==> src/sv/ipv4al_pkg.sv <==
`default_nettype none
package ipv4al_pkg;

	// Table geometry
	localparam int TABLE_DEPTH = 4096;
	localparam int IDX_W       = (TABLE_DEPTH > 1) ? $clog2(TABLE_DEPTH) : 1;
	localparam int CNT_W       = $clog2(TABLE_DEPTH + 1);

	// Item field widths
	localparam int OPCODE_W = 2;
	localparam int ADDR_W   = 32;
	localparam int STATUS_W = 3;
	localparam int ENTRY_W  = 13;

	// Opcodes
	localparam logic [OPCODE_W-1:0] OP_LOOKUP = 2'd0;
	localparam logic [OPCODE_W-1:0] OP_ADD    = 2'd1;
	localparam logic [OPCODE_W-1:0] OP_REMOVE = 2'd2;

	// Status codes
	localparam logic [STATUS_W-1:0] ST_OK        = 3'd0;
	localparam logic [STATUS_W-1:0] ST_FULL      = 3'd1;
	localparam logic [STATUS_W-1:0] ST_PRESENT   = 3'd2;
	localparam logic [STATUS_W-1:0] ST_NOT_FOUND = 3'd3;
	localparam logic [STATUS_W-1:0] ST_INVALID   = 3'd4;

	// All-ones address marks an invalid entry
	localparam logic [ADDR_W-1:0] ADDR_INVALID = '1;

	// Table memory access from the sequencer
	typedef struct packed {
		logic              we;
		logic [IDX_W-1:0]  waddr;
		logic [ADDR_W-1:0] wdata;
		logic [IDX_W-1:0]  raddr;
	} mem_req_t;

	// One finished result
	typedef struct packed {
		logic                allowed;
		logic [STATUS_W-1:0] status;
		logic [ENTRY_W-1:0]  entry_count;
	} result_t;

endpackage
`default_nettype wire

==> src/sv/ipv4al_seq.sv <==
`default_nettype none
module ipv4al_seq import ipv4al_pkg::*; (
	input  wire logic                clk,
	input  wire logic                arst_n,
	input  wire logic                in_valid,
	output logic                     in_ready,
	input  wire logic [OPCODE_W-1:0] in_opcode,
	input  wire logic [ADDR_W-1:0]   in_address,
	output logic                     res_valid,
	input  wire logic                res_ready,
	output result_t                  res,
	output mem_req_t                 mem_req,
	input  wire logic [ADDR_W-1:0]   mem_rdata
);

	localparam logic [2:0] S_IDLE     = 3'd0;
	localparam logic [2:0] S_SCAN_RD  = 3'd1;
	localparam logic [2:0] S_SCAN_CMP = 3'd2;
	localparam logic [2:0] S_SH_RD    = 3'd3;
	localparam logic [2:0] S_SH_WR    = 3'd4;
	localparam logic [2:0] S_APPEND   = 3'd5;
	localparam logic [2:0] S_FIN      = 3'd6;

	logic [2:0]          state_q;
	logic [CNT_W-1:0]    count_q;
	logic [OPCODE_W-1:0] op_q;
	logic [ADDR_W-1:0]   addr_q;
	logic [IDX_W-1:0]    idx_q;
	logic                allowed_q;
	logic [STATUS_W-1:0] status_q;

	logic [CNT_W-1:0] idx_next;
	logic             hit;
	logic             last;

	// Shared compare unit: one stored entry against the item address per pass
	assign idx_next = CNT_W'(idx_q) + CNT_W'(1);
	assign hit      = (mem_rdata == addr_q);
	assign last     = (idx_next >= count_q);

	assign in_ready  = (state_q == S_IDLE);
	assign res_valid = (state_q == S_FIN);

	assign res.allowed     = allowed_q;
	assign res.status      = status_q;
	assign res.entry_count = ENTRY_W'(count_q);

	// Memory port select
	always_comb begin
		mem_req.we    = 1'b0;
		mem_req.waddr = idx_q;
		mem_req.wdata = mem_rdata;
		mem_req.raddr = idx_q;
		case (state_q)
			S_SH_RD: begin
				mem_req.raddr = idx_q + IDX_W'(1);
			end
			S_SH_WR: begin
				mem_req.we = 1'b1;
			end
			S_APPEND: begin
				mem_req.we    = 1'b1;
				mem_req.waddr = IDX_W'(count_q);
				mem_req.wdata = addr_q;
			end
			default: begin
			end
		endcase
	end

	// Item payload and working registers
	always_ff @(posedge clk) begin
		case (state_q)
			S_IDLE: begin
				if (in_valid) begin
					op_q   <= in_opcode;
					addr_q <= in_address;
					idx_q  <= '0;
				end
			end
			S_SCAN_CMP: begin
				if (!hit && !last) begin
					idx_q <= idx_q + IDX_W'(1);
				end
			end
			S_SH_WR: begin
				idx_q <= idx_q + IDX_W'(1);
			end
			default: begin
			end
		endcase
	end

	// Sequencer
	always_ff @(posedge clk or negedge arst_n) begin
		if (!arst_n) begin
			state_q   <= S_IDLE;
			count_q   <= '0;
			allowed_q <= 1'b0;
			status_q  <= ST_OK;
		end else begin
			case (state_q)
				S_IDLE: begin
					if (in_valid) begin
						allowed_q <= 1'b0;
						status_q  <= ST_OK;
						case (in_opcode)
							OP_LOOKUP: begin
								if (count_q == '0) begin
									allowed_q <= 1'b1;
									state_q   <= S_FIN;
								end else begin
									state_q <= S_SCAN_RD;
								end
							end
							OP_ADD: begin
								if (count_q >= CNT_W'(TABLE_DEPTH)) begin
									status_q <= ST_FULL;
									state_q  <= S_FIN;
								end else if (in_address == ADDR_INVALID) begin
									status_q <= ST_INVALID;
									state_q  <= S_FIN;
								end else if (count_q == '0) begin
									state_q <= S_APPEND;
								end else begin
									state_q <= S_SCAN_RD;
								end
							end
							OP_REMOVE: begin
								if (in_address == ADDR_INVALID) begin
									status_q <= ST_INVALID;
									state_q  <= S_FIN;
								end else if (count_q == '0) begin
									status_q <= ST_NOT_FOUND;
									state_q  <= S_FIN;
								end else begin
									state_q <= S_SCAN_RD;
								end
							end
							default: begin
								state_q <= S_FIN;
							end
						endcase
					end
				end
				S_SCAN_RD: begin
					state_q <= S_SCAN_CMP;
				end
				S_SCAN_CMP: begin
					if (hit) begin
						case (op_q)
							OP_LOOKUP: begin
								allowed_q <= 1'b1;
								state_q   <= S_FIN;
							end
							OP_ADD: begin
								status_q <= ST_PRESENT;
								state_q  <= S_FIN;
							end
							OP_REMOVE: begin
								state_q <= S_SH_RD;
							end
							default: begin
								state_q <= S_FIN;
							end
						endcase
					end else if (last) begin
						case (op_q)
							OP_ADD: begin
								state_q <= S_APPEND;
							end
							OP_REMOVE: begin
								status_q <= ST_NOT_FOUND;
								state_q  <= S_FIN;
							end
							default: begin
								state_q <= S_FIN;
							end
						endcase
					end else begin
						state_q <= S_SCAN_RD;
					end
				end
				// Compaction: pull the next entry down one place
				S_SH_RD: begin
					if (idx_next < count_q) begin
						state_q <= S_SH_WR;
					end else begin
						count_q <= count_q - CNT_W'(1);
						state_q <= S_FIN;
					end
				end
				S_SH_WR: begin
					state_q <= S_SH_RD;
				end
				S_APPEND: begin
					count_q <= count_q + CNT_W'(1);
					state_q <= S_FIN;
				end
				S_FIN: begin
					if (res_ready) begin
						state_q <= S_IDLE;
					end
				end
				default: begin
					state_q <= S_IDLE;
				end
			endcase
		end
	end

endmodule
`default_nettype wire

==> config.mk <==
export PLATFORM = sky130hd
export DESIGN_NAME = ipv4al_seq
export DESIGN_NICKNAME = d
export VERILOG_FILES = /design/src/sv/ipv4al_pkg.sv /design/src/sv/ipv4al_seq.sv
export SDC_FILE = /design/constraint.sdc
export NUM_CORES = 1
export LEC_CHECK = 0
export BUFFER_PORTS_ARGS = -buffer_cell sky130_fd_sc_hd__buf_2
export CORE_ASPECT_RATIO = 0.8
export CORE_MARGIN = 1
export CORE_UTILIZATION = 53
export DETAILED_ROUTE_END_ITERATION = 6
export GPL_TIMING_DRIVEN = 1
export PLACE_DENSITY = 0.83
export SKIP_CTS_REPAIR_TIMING = 1
export SYNTH_ARGS = -nofsm -noshare
export SYNTH_HDL_FRONTEND = slang
export SYNTH_SLANG_ARGS = --single-unit
export TNS_END_PERCENT = 30
==> constraint.sdc <==
create_clock -name clk -period 4.1 [get_ports clk]
set_clock_uncertainty 0.2 [all_clocks]
set_input_delay 0.41 -clock clk [delete_from_list [all_inputs] [get_ports clk]]
set_output_delay 0.41 -clock clk [all_outputs]
set_load 0.02 [all_outputs]
==> results of run 1 <==
[registers in the layout, indices dropped and copies added, names as in the netlist]
register   cells
addr_q        32
count_q       13
idx_q         12
state_q        3
status_q       3
op_q           2
allowed_q      1
[power by group through the flow]
stage / sequential, mW / clock (mW) / combinational (mW)
floorplan: 1.26 / 0 / 1.75
global placement: 1.27 / 0 / 2.34
detailed placement: 1.29 / 0 / 2.43
CTS: 1.28 / 0.842 / 2.45
global route: 1.32 / 0.867 / 2.68
finish: 1.29 / 0.831 / 2.45
[area by class of cell]
cell class                 count  area [µm²]
multi-input combinational    361        2720
fill                         690        2700
sequential                    66        1880
timing repair buffer         150         766
clock buffer                   9         225
tap                          112         140
inverter                      28         105
clock inverter                 7        93.8
antenna                        1        2.50
[cells by family (layout without fill, tap and decap cells)]
family / after synthesis / after routing
adder cells (fa/ha/maj): 30 / 30
buffers and inverters: 46 / 194
flip-flops: 66 / 66
multiplexers: 36 / 36
XOR/XNOR: 62 / 62
other: 0 / 1
AO/OA/AOI/OAI: 92 / 92
AND/OR/NAND/NOR: 141 / 141
[synth_stat cells (12+ instances only)]
cell type / n
sky130_fd_sc_hd__edfxtp_1: 46
sky130_fd_sc_hd__xor2_1: 12
sky130_fd_sc_hd__dfrtp_1: 20
sky130_fd_sc_hd__nand4_1: 23
sky130_fd_sc_hd__nor2b_1: 16
sky130_fd_sc_hd__a21oi_1: 21
sky130_fd_sc_hd__nor2_1: 18
sky130_fd_sc_hd__nand2_1: 33
sky130_fd_sc_hd__mux2_2: 33
sky130_fd_sc_hd__ha_1: 29
sky130_fd_sc_hd__o21ai_0: 29
sky130_fd_sc_hd__inv_1: 28
sky130_fd_sc_hd__xnor2_1: 50
[metal layers]
layer / vias to the layer above / GRT usage / wire (µm)
met5: - / 0 / 0
met4: 0 / 0.101 / 239
met3: 30 / 0.0546 / 737
met2: 168 / 0.464 / 6080
met1: 2033 / 0.366 / 5600
li1: 2021 / - / -
[final timing paths]
check | endpoint | slack, ns | cells after the start
worst max-delay path | idx_q[3]$_SDFFCE_PN0P_ | 0.29 | 14
min in group asynchronous | count_q[3]$_DFFE_PN0P_ | 0.38 | 2
worst min register to register | status_q[2]$_DFFE_PN0P_ | 0.31 | 1
max in group asynchronous | state_q[1]$_DFFE_PN0P_ | 2.97 | 2
worst min-delay path | addr_q[20]$_DFFE_PP_ | 0.07 | 1
worst max register to register | idx_q[3]$_SDFFCE_PN0P_ | 0.29 | 14
==> impl_summary.log, run 1 <==
[metrics] Clock Latency Late Sink: 0.33 ns
[metrics] worst-path cell chain: ha_1, nand3_1, nor2_2, and3_1, nand3_1, xnor2_1, ha_1, a21oi_1, o21ai_0, a21oi_1, nand2_1, o32a_1, nor2_1, buf_4
[metrics] crit path time final: 3.81 ns
[metrics] Critical Path RT: 3.93 ns
[metrics] relative area change from synthesis to final layout: 24.1%
[metrics] # setup viols final: 0
[metrics] P_leak: 2.57 nW
[metrics] number of maximum-capacitance violations: 0
[metrics] Final Non-Filler Cells: 734
[metrics] weighted congestion at the end of routability-driven global placement: 0.963
[metrics] Slowest Stage Delay on Critical Path: 0.48 ns
[metrics] Worst-path clk slew: 0.06 ns
[metrics] Relative slew margins: 0.433
[metrics] startpoint class of the critical path: register
[metrics] overall die area: 0.00941 mm²
[metrics] Post-DP HPWL: 9840 µm
[metrics] setup_tns: 0 ns
[metrics] cell taking the most area after synthesis: sky130_fd_sc_hd__edfxtp_1
[metrics] Max Root-Sink Buffers: 2
[metrics] simple-gate area share of the yosys netlist: 0.163
[metrics] commonest non-fill, non-tap cell in the layout: sky130_fd_sc_hd__buf_2
[metrics] worst-case hold slack: 0.0674 ns
[metrics] clock network fraction of total power: 0.182
[metrics] switching component of the power: 2.07 mW
[metrics] total CTS buffers: 9
[metrics] synthesized instance count: 473
[metrics] die outline height: 87.0 µm
[metrics] iteration-0 DRC count of the detailed router: 324
[metrics] Worst path top cell family by delay: simple AND/OR/NAND/NOR gates
[metrics] Crit Path Class: reg -> reg
[metrics] share of synthesized registers carrying an async set or reset: 0.303
[metrics] post-route clock period utilization: 0.928
[metrics] arrival time at the worst endpoint: 3.63 ns
[metrics] TritonCTS clock tree: yes
[metrics] synthesized cell area: 0.00478 mm²
[metrics] Max Freq: 263 MHz
[metrics] Yosys warning count: 0
[metrics] proportion of synthesized chip area in sequential cells: 0.394
[metrics] switching power as a share of total power: 0.453
[metrics] outcome: complete, no violations
[metrics] Detail Route Antenna Nets: 0
[metrics] Synth Area in Adders: 0.0801
[metrics] share of final-layout standard cells stronger than drive strength 1: 0.349
[metrics] post-synthesis mux area share: 0.0850
[metrics] IR drop worst, VDD: 0.495 mV
[metrics] sum of internal, switching and leakage power: 4.57 mW
[metrics] I/O pin count: 146
[metrics] prevailing post-synth register cell: sky130_fd_sc_hd__edfxtp_1
[metrics] internal power consumption: 2.50 mW
[metrics] first-pass iteration count of the detailed router: 5
[metrics] number of core rows: 30
[metrics] final count of pins violating max slew: 0
[metrics] DRC viols: 0
[metrics] number of distinct library cell variants in the gate-level netlist after synthesis: 57
[metrics] Non-Filler Cell Area, Final: 0.00593 mm²
[metrics] TritonCTS Sinks: 66
[metrics] buffers plus inverters on the worst setup path: 1
[metrics] maximum number of pins on one net before global-route repair: 57
[metrics] initial standard-cell utilization of the core: 0.554
[metrics] Post-Synthesis Net Count: 573
[metrics] maximum fanout encountered on the critical timing path: 12
[metrics] global-route wire length before repair: 20,000 µm
[metrics] Worst Min Path Start: in_address[20]
[metrics] Crit Reg-Reg Startpoint: idx_q[0]$_SDFFCE_PN0P_
[metrics] Avg WL per Cell: 17.2 µm
[metrics] pwr/cell area: 771 mW/mm²
[metrics] overall global routing resource usage: 0.280
[metrics] Congestion Overflow GR: 0
[metrics] most frequent cells in the layout: sky130_fd_sc_hd__buf_2, sky130_fd_sc_hd__xnor2_1, sky130_fd_sc_hd__edfxtp_1
[metrics] Area contributors post-synth: sky130_fd_sc_hd__edfxtp_1, sky130_fd_sc_hd__dfrtp_1, sky130_fd_sc_hd__xnor2_1, sky130_fd_sc_hd__mux2_2, sky130_fd_sc_hd__ha_1
[metrics] worst hold path class: in -> reg
[metrics] endpoint class of the critical path: register
[metrics] unrepaired setup endpoints after global routing: no
[metrics] port buffer count: 145
[metrics] Core Footprint: 0.00863 mm²
[metrics] minimum setup slack in the final design: 0.295 ns
[metrics] number of levels the H-tree was split into: 3
[metrics] cell area after placement: 0.00560 mm²
[metrics] critical path startpoint: idx_q[0]$_SDFFCE_PN0P_
[metrics] EDFF count, synth: 46
[metrics] count of nets after finishing: 716
[metrics] Post-Syn Area per Cell: 10.1 µm²
[metrics] die extent in x: 108 µm
[metrics] placed instance count: 716
[metrics] buffer cell driving the clock tree root: sky130_fd_sc_hd__clkbuf_16
[metrics] post-synthesis xor/xnor area fraction: 0.114
[metrics] Synth top area share: 0.289
[metrics] Worst Setup Slack post-DPL: 0.386 ns
[metrics] slew at the pin closest to its max-slew limit: 0.849 ns
[metrics] highest-delay cell along the critical path: sky130_fd_sc_hd__edfxtp_1
[metrics] dominant combinational cell family by area after synthesis: simple AND/OR/NAND/NOR gates
[metrics] final hold violation count: 0
[metrics] flop and latch count out of synthesis: 66
[metrics] vias: 4,252
[metrics] antenna violations before repair: 1
[metrics] part of the power in registers: 0.282
[metrics] aggregate routed wire length: 12,700 µm
[metrics] post-detailed-route via-to-cell ratio: 5.79
[metrics] via count of the first global-routing pass: 4,134
[metrics] proportion of power drawn by combinational gates: 0.536
[metrics] Synth Area in Compound Gates: 0.127
[metrics] final design utilization: 0.687
Power figures use the tool's default switching activity.
==> run 2, diff against run 1 <==
--- a/config.mk
+++ b/config.mk
@@ -12,6 +12,7 @@
 export DETAILED_ROUTE_END_ITERATION = 6
 export GPL_TIMING_DRIVEN = 1
 export PLACE_DENSITY = 0.83
+export SETUP_SLACK_MARGIN = 0.4
 export SKIP_CTS_REPAIR_TIMING = 1
 export SYNTH_ARGS = -nofsm -noshare
 export SYNTH_HDL_FRONTEND = slang
==> run 2 against run 1 <==
Die area stayed put. Clock power is essentially flat. Global-route usage is the same. Clock-buffer cell count stayed put. Worst hold slack about the same. Sequential power is essentially flat. Core utilization increased by 0.49 points. Fmax up 8.0%. Routed wire length up 1.4%. Critical endpoint is now idx_q[4]$_SDFFCE_PN0P_. Largest cell class unchanged. Largest power group unchanged.
==> impl_summary.log, run 2 (synthesized netlist as in run 1, its figures left out) <==
[metrics] crit path time final: 3.52 ns
[metrics] setup_tns: 0 ns
[metrics] most frequent cells in the layout: sky130_fd_sc_hd__buf_2, sky130_fd_sc_hd__xnor2_1, sky130_fd_sc_hd__edfxtp_1
[metrics] area of the multi-input gates: 0.00274 mm²
[metrics] # setup viols final: 0
[metrics] worst-case hold slack: 0.0677 ns
[metrics] Worst path top cell family by delay: simple AND/OR/NAND/NOR gates
[metrics] number of levels the H-tree was split into: 3
[metrics] via count of the first global-routing pass: 4,134
[metrics] Storage cell area: 0.00188 mm²
[metrics] Slowest Stage Delay on Critical Path: 0.40 ns
[metrics] TritonCTS Sinks: 66
[metrics] worst hold path class: in -> reg
[metrics] number of core rows: 30
[metrics] Layout fillers: 680
[metrics] Most flops, register: addr_q
[metrics] Critical Path RT: 3.94 ns
[metrics] number of maximum-capacitance violations: 0
[metrics] Largest register FFs: 32
[metrics] sum of internal, switching and leakage power: 4.61 mW
[metrics] initial standard-cell utilization of the core: 0.554
[metrics] vias: 4,282
[metrics] Post-DP HPWL: 9840 µm
[metrics] unrepaired setup endpoints after global routing: no
[metrics] final count of pins violating max slew: 0
[metrics] Congestion Overflow GR: 0
[metrics] count of nets after finishing: 719
[metrics] IR drop worst, VDD: 0.524 mV
[metrics] I/O pin count: 146
[metrics] Max Root-Sink Buffers: 2
[metrics] highest-delay cell along the critical path: sky130_fd_sc_hd__edfxtp_1
[metrics] placed instance count: 716
[metrics] overall die area: 0.00941 mm²
[metrics] weighted congestion at the end of routability-driven global placement: 0.963
[metrics] P_leak: 2.59 nW
[metrics] first-pass iteration count of the detailed router: 5
[metrics] maximum number of pins on one net before global-route repair: 57
[metrics] Final Non-Filler Cells: 737
[metrics] die extent in x: 108 µm
[metrics] worst-path cell chain: ha_2, nand3_2, nor2_2, and3_2, nand3_1, xnor2_2, ha_1, a21oi_1, o21ai_0, a21oi_1, nand2_1, o32a_1, nor2_1, buf_6
[metrics] post-route clock period utilization: 0.860
[metrics] outcome: complete, no violations
[metrics] buffers plus inverters on the worst setup path: 1
[metrics] relative area change from synthesis to final layout: 25.0%
[metrics] Worst-path clk slew: 0.06 ns
[metrics] pwr/cell area: 772 mW/mm²
[metrics] Crit Path Class: reg -> reg
[metrics] antenna violations before repair: 1
[metrics] endpoint class of the critical path: register
[metrics] global-route wire length before repair: 20,000 µm
[metrics] Avg WL per Cell: 17.4 µm
[metrics] TritonCTS clock tree: yes
[metrics] Core Footprint: 0.00863 mm²
[metrics] total CTS buffers: 9
[metrics] final hold violation count: 0
[metrics] slew at the pin closest to its max-slew limit: 0.902 ns
[metrics] buffer cell driving the clock tree root: sky130_fd_sc_hd__clkbuf_16
[metrics] overall global routing resource usage: 0.280
[metrics] share of final-layout standard cells stronger than drive strength 1: 0.359
[metrics] arrival time at the worst endpoint: 3.36 ns
[metrics] startpoint class of the critical path: register
[metrics] port buffer count: 145
[metrics] Clock Latency Late Sink: 0.33 ns
[metrics] post-detailed-route via-to-cell ratio: 5.81
[metrics] die outline height: 87.0 µm
[metrics] Max Freq: 284 MHz
[metrics] maximum fanout encountered on the critical timing path: 12
[metrics] Relative slew margins: 0.397
[metrics] iteration-0 DRC count of the detailed router: 383
[metrics] Detail Route Antenna Nets: 0
[metrics] commonest non-fill, non-tap cell in the layout: sky130_fd_sc_hd__buf_2
[metrics] DRC viols: 0
[metrics] largest registers ranked by flip-flop count: addr_q (32), count_q (13), idx_q (12)
[metrics] dominant cell type by count on the critical path: sky130_fd_sc_hd__a21oi_1
[metrics] aggregate routed wire length: 12,800 µm
## run 2: changes by cell type in the layout (fill, tap and decap cells not counted), sizes merged
| cell | change |
|---|---|
| buf | +3 |
## run 2: worst reg2reg max path: stages, from the launching register on
cell	delay, ns
sky130_fd_sc_hd__edfxtp_1	0.40
sky130_fd_sc_hd__ha_2	0.24
sky130_fd_sc_hd__nand3_2	0.13
sky130_fd_sc_hd__nor2_2	0.14
sky130_fd_sc_hd__and3_2	0.25
sky130_fd_sc_hd__nand3_1	0.14
sky130_fd_sc_hd__xnor2_2	0.19
sky130_fd_sc_hd__ha_1	0.32
sky130_fd_sc_hd__a21oi_1	0.13
sky130_fd_sc_hd__o21ai_0	0.14
sky130_fd_sc_hd__a21oi_1	0.19
sky130_fd_sc_hd__nand2_1	0.11
sky130_fd_sc_hd__o32a_1	0.34
sky130_fd_sc_hd__nor2_1	0.13
sky130_fd_sc_hd__buf_6	0.19
## run 2: metal layers
metal	vias up	global-route usage	share of wire
met3	34	0.0546	0.059
li1	2026	-	-
met1	2036	0.366	0.44
met5	-	0	0
met2	186	0.464	0.48
met4	0	0.101	0.019
## run 2: power breakdown
| part | internal [mW] | switching (mW) |
|---|---|---|
| Clock | 0.531 | 0.303 |
| Sequential | 0.989 | 0.299 |
| Combinational | 1.00 | 1.49 |
| Total | 2.52 | 2.09 |
## run 2: layout make-up
class / count / share of cell area
timing repair buffer: 153 / 0.133
inverter: 28 / 0.0176
multi-input combinational: 361 / 0.458
clock inverter: 7 / 0.0157
antenna: 1 / 0.000419
tap: 112 / 0.0235
sequential: 66 / 0.315
clock buffer: 9 / 0.0377
## run 2: metrics by stage
stage                     cell area (µm²)  utilization  setup slack [ns]
after floorplan                      4780            -             0.414
after global placement               5600        0.649             0.557
after detailed placement             5600        0.649             0.386
after CTS                            5920        0.686             0.370
after global routing                 5980        0.692             0.364
final                                5980        0.692             0.576
## run 2: final timing paths
kind / from / endpoint / slack, ns / cells after the start
worst max-delay path: idx_q[0]$_SDFFCE_PN0P_ / idx_q[4]$_SDFFCE_PN0P_ / 0.58 / 14
min in group asynchronous: arst_n / count_q[3]$_DFFE_PN0P_ / 0.38 / 2
max in group asynchronous: arst_n / state_q[1]$_DFFE_PN0P_ / 2.97 / 2
worst min register to register: status_q[2]$_DFFE_PN0P_ / status_q[2]$_DFFE_PN0P_ / 0.31 / 1
worst max register to register: idx_q[0]$_SDFFCE_PN0P_ / idx_q[4]$_SDFFCE_PN0P_ / 0.58 / 14
worst min-delay path: in_address[20] / addr_q[20]$_DFFE_PP_ / 0.07 / 1
==> run 3, diff against run 2 <==
--- a/config.mk
+++ b/config.mk
@@ -7,7 +7,7 @@
 export LEC_CHECK = 0
 export BUFFER_PORTS_ARGS = -buffer_cell sky130_fd_sc_hd__buf_2
 export CORE_ASPECT_RATIO = 0.8
-export CORE_MARGIN = 1
+export CORE_MARGIN = 2
 export CORE_UTILIZATION = 53
 export DETAILED_ROUTE_END_ITERATION = 6
 export GPL_TIMING_DRIVEN = 1
==> run 3 against run 2 <==
Worst setup slack worse by 0.073 ns. Die area is 4.2% higher. Via count fell by 1.3%. Critical path type unchanged. Fmax is 2.0% lower. Worst hold slack got worse by 0.0043 ns. Sequential share of layout area down 0.066 points.
==> impl_summary.log, run 3 (synthesized netlist as in run 1, its figures left out) <==
[metrics] worst-path cell chain: ha_2, nand3_2, nor2_4, and3_4, nand3_1, xnor2_2, ha_1, a21oi_2, o21ai_0, a21oi_1, nand2_1, o32a_1, nor2_4, buf_6
[metrics] highest-delay cell along the critical path: sky130_fd_sc_hd__edfxtp_1
[metrics] antenna violations before repair: 0
[metrics] Relative slew margins: 0.417
[metrics] unrepaired setup endpoints after global routing: no
[metrics] Layout fillers: 672
[metrics] iteration-0 DRC count of the detailed router: 317
[metrics] Worst-path clk slew: 0.06 ns
[metrics] die outline height: 89.0 µm
[metrics] maximum fanout encountered on the critical timing path: 6
[metrics] first-pass iteration count of the detailed router: 5
[metrics] endpoint class of the critical path: register
[metrics] worst-case hold slack: 0.0633 ns
[metrics] worst hold path class: in -> reg
[metrics] maximum number of pins on one net before global-route repair: 37
[metrics] TritonCTS Sinks: 66
[metrics] Crit Path Class: reg -> reg
[metrics] number of core rows: 30
[metrics] post-detailed-route via-to-cell ratio: 5.73
[metrics] Detail Route Antenna Nets: 0
[metrics] Hold Path Stages: 1
[metrics] I/O pin count: 146
[metrics] overall die area: 0.00980 mm²
[metrics] crit path time final: 3.60 ns
[metrics] proportion of power drawn by combinational gates: 0.547
[metrics] commonest non-fill, non-tap cell in the layout: sky130_fd_sc_hd__buf_2
[metrics] cell area after placement: 0.00561 mm²
[metrics] number of maximum-capacitance violations: 0
[metrics] # setup viols final: 0
[metrics] die extent in x: 110 µm
[metrics] global-route wire length before repair: 19,700 µm
[metrics] buffers plus inverters on the worst setup path: 1
[metrics] relative area change from synthesis to final layout: 25.2%
[metrics] Core Footprint: 0.00863 mm²
[metrics] aggregate routed wire length: 12,900 µm
[metrics] DRC viols: 0
[metrics] initial standard-cell utilization of the core: 0.554
[metrics] Congestion Overflow GR: 0
[metrics] share of final-layout standard cells stronger than drive strength 1: 0.363
[metrics] TritonCTS clock tree: yes
[metrics] weighted congestion at the end of routability-driven global placement: 0.960
[metrics] total CTS buffers: 9
[metrics] pwr/cell area: 768 mW/mm²
[metrics] post-route clock period utilization: 0.877
[metrics] final hold violation count: 0
[metrics] arrival time at the worst endpoint: 3.45 ns
[metrics] switching power as a share of total power: 0.459
[metrics] Worst path top cell family by delay: simple AND/OR/NAND/NOR gates
[metrics] via count of the first global-routing pass: 4,006
[metrics] vias: 4,225
[metrics] Slowest Stage Delay on Critical Path: 0.42 ns
[metrics] overall global routing resource usage: 0.269
[metrics] most frequent cells in the layout: sky130_fd_sc_hd__buf_2, sky130_fd_sc_hd__xnor2_1, sky130_fd_sc_hd__edfxtp_1
[metrics] Max Freq: 278 MHz
[metrics] clock network fraction of total power: 0.171
[metrics] dominant cell type by count on the critical path: sky130_fd_sc_hd__nor2_4
[metrics] WP depth: 14
[metrics] internal power consumption: 2.49 mW
[metrics] P_leak: 2.59 nW
[metrics] largest registers ranked by flip-flop count: addr_q (32), count_q (13), idx_q (12)
[metrics] Max Root-Sink Buffers: 2
[metrics] IR drop worst, VDD: 0.476 mV
[metrics] port buffer count: 145
[metrics] number of cells on the worst reg-to-reg path: 14
[metrics] Non-Filler Cell Area, Final: 0.00599 mm²
[metrics] Critical Path RT: 3.95 ns
[metrics] count of nets after finishing: 720
[metrics] final count of pins violating max slew: 0
[metrics] Clock Latency Late Sink: 0.34 ns
[metrics] switching component of the power: 2.11 mW
[metrics] buffer cell driving the clock tree root: sky130_fd_sc_hd__clkbuf_16
[metrics] number of levels the H-tree was split into: 3
[metrics] antenna diode instance count: 0
[metrics] part of the power in registers: 0.281
[metrics] setup_tns: 0 ns
[metrics] outcome: complete, no violations
[metrics] Most flops, register: addr_q
[metrics] Largest register FFs: 32
[metrics] Post-DP HPWL: 9910 µm
[metrics] slew at the pin closest to its max-slew limit: 0.873 ns
[metrics] startpoint class of the critical path: register
[metrics] Avg WL per Cell: 17.5 µm
run 3: stage by stage:
stage	utilization	setup WS [ns]	total power, mW	std cells
2_1_floorplan	-	0.414	3.00	473
3_3_place_gp	0.650	0.556	3.62	717
3_5_place_dp	0.650	0.345	3.72	717
4_1_cts	0.685	0.311	4.52	733
5_1_grt	0.694	0.393	4.92	737
6_report	0.694	0.503	4.60	737
run 3: power groups by stage:
stage	logic [mW]	clock network [mW]	registers (mW)
after floorplan	1.75	0	1.26
after global placement	2.34	0	1.27
after detailed placement	2.42	0	1.30
after CTS	2.44	0.797	1.28
after global routing	2.77	0.826	1.32
final	2.52	0.788	1.29
run 3: worst paths after layout:
| kind | end | startpoint | slack, ns |
|---|---|---|---|
| hold reg to reg | status_q[2]$_DFFE_PN0P_ | status_q[2]$_DFFE_PN0P_ | 0.34 |
| setup reg to reg | idx_q[0]$_SDFFCE_PN0P_ | idx_q[1]$_SDFFCE_PN0P_ | 0.50 |
| hold / removal | addr_q[18]$_DFFE_PP_ | in_address[18] | 0.06 |
| setup / recovery | idx_q[0]$_SDFFCE_PN0P_ | idx_q[1]$_SDFFCE_PN0P_ | 0.50 |
| max in group asynchronous | count_q[12]$_DFFE_PN0P_ | arst_n | 2.99 |
| min in group asynchronous | count_q[2]$_DFFE_PN0P_ | arst_n | 0.37 |
run 3: final cells by class:
class	instances	area, µm²	share of cell area
well taps	112	140	0.0234
flip-flops and latches	66	1880	0.314
clock inverters	7	77.6	0.0130
clock buffers	9	225	0.0376
inverters	28	105	0.0176
multi-input cells	361	2760	0.460
repair buffers	154	803	0.134
run 3: per-layer routing:
metal | global-route usage | wire length [µm] | vias up
met3 | 0.0590 | 744 | 20
met2 | 0.446 | 6180 | 157
met5 | 0 | 0 | -
met1 | 0.359 | 5820 | 2015
li1 | - | - | 2033
met4 | 0.0727 | 190 | 0
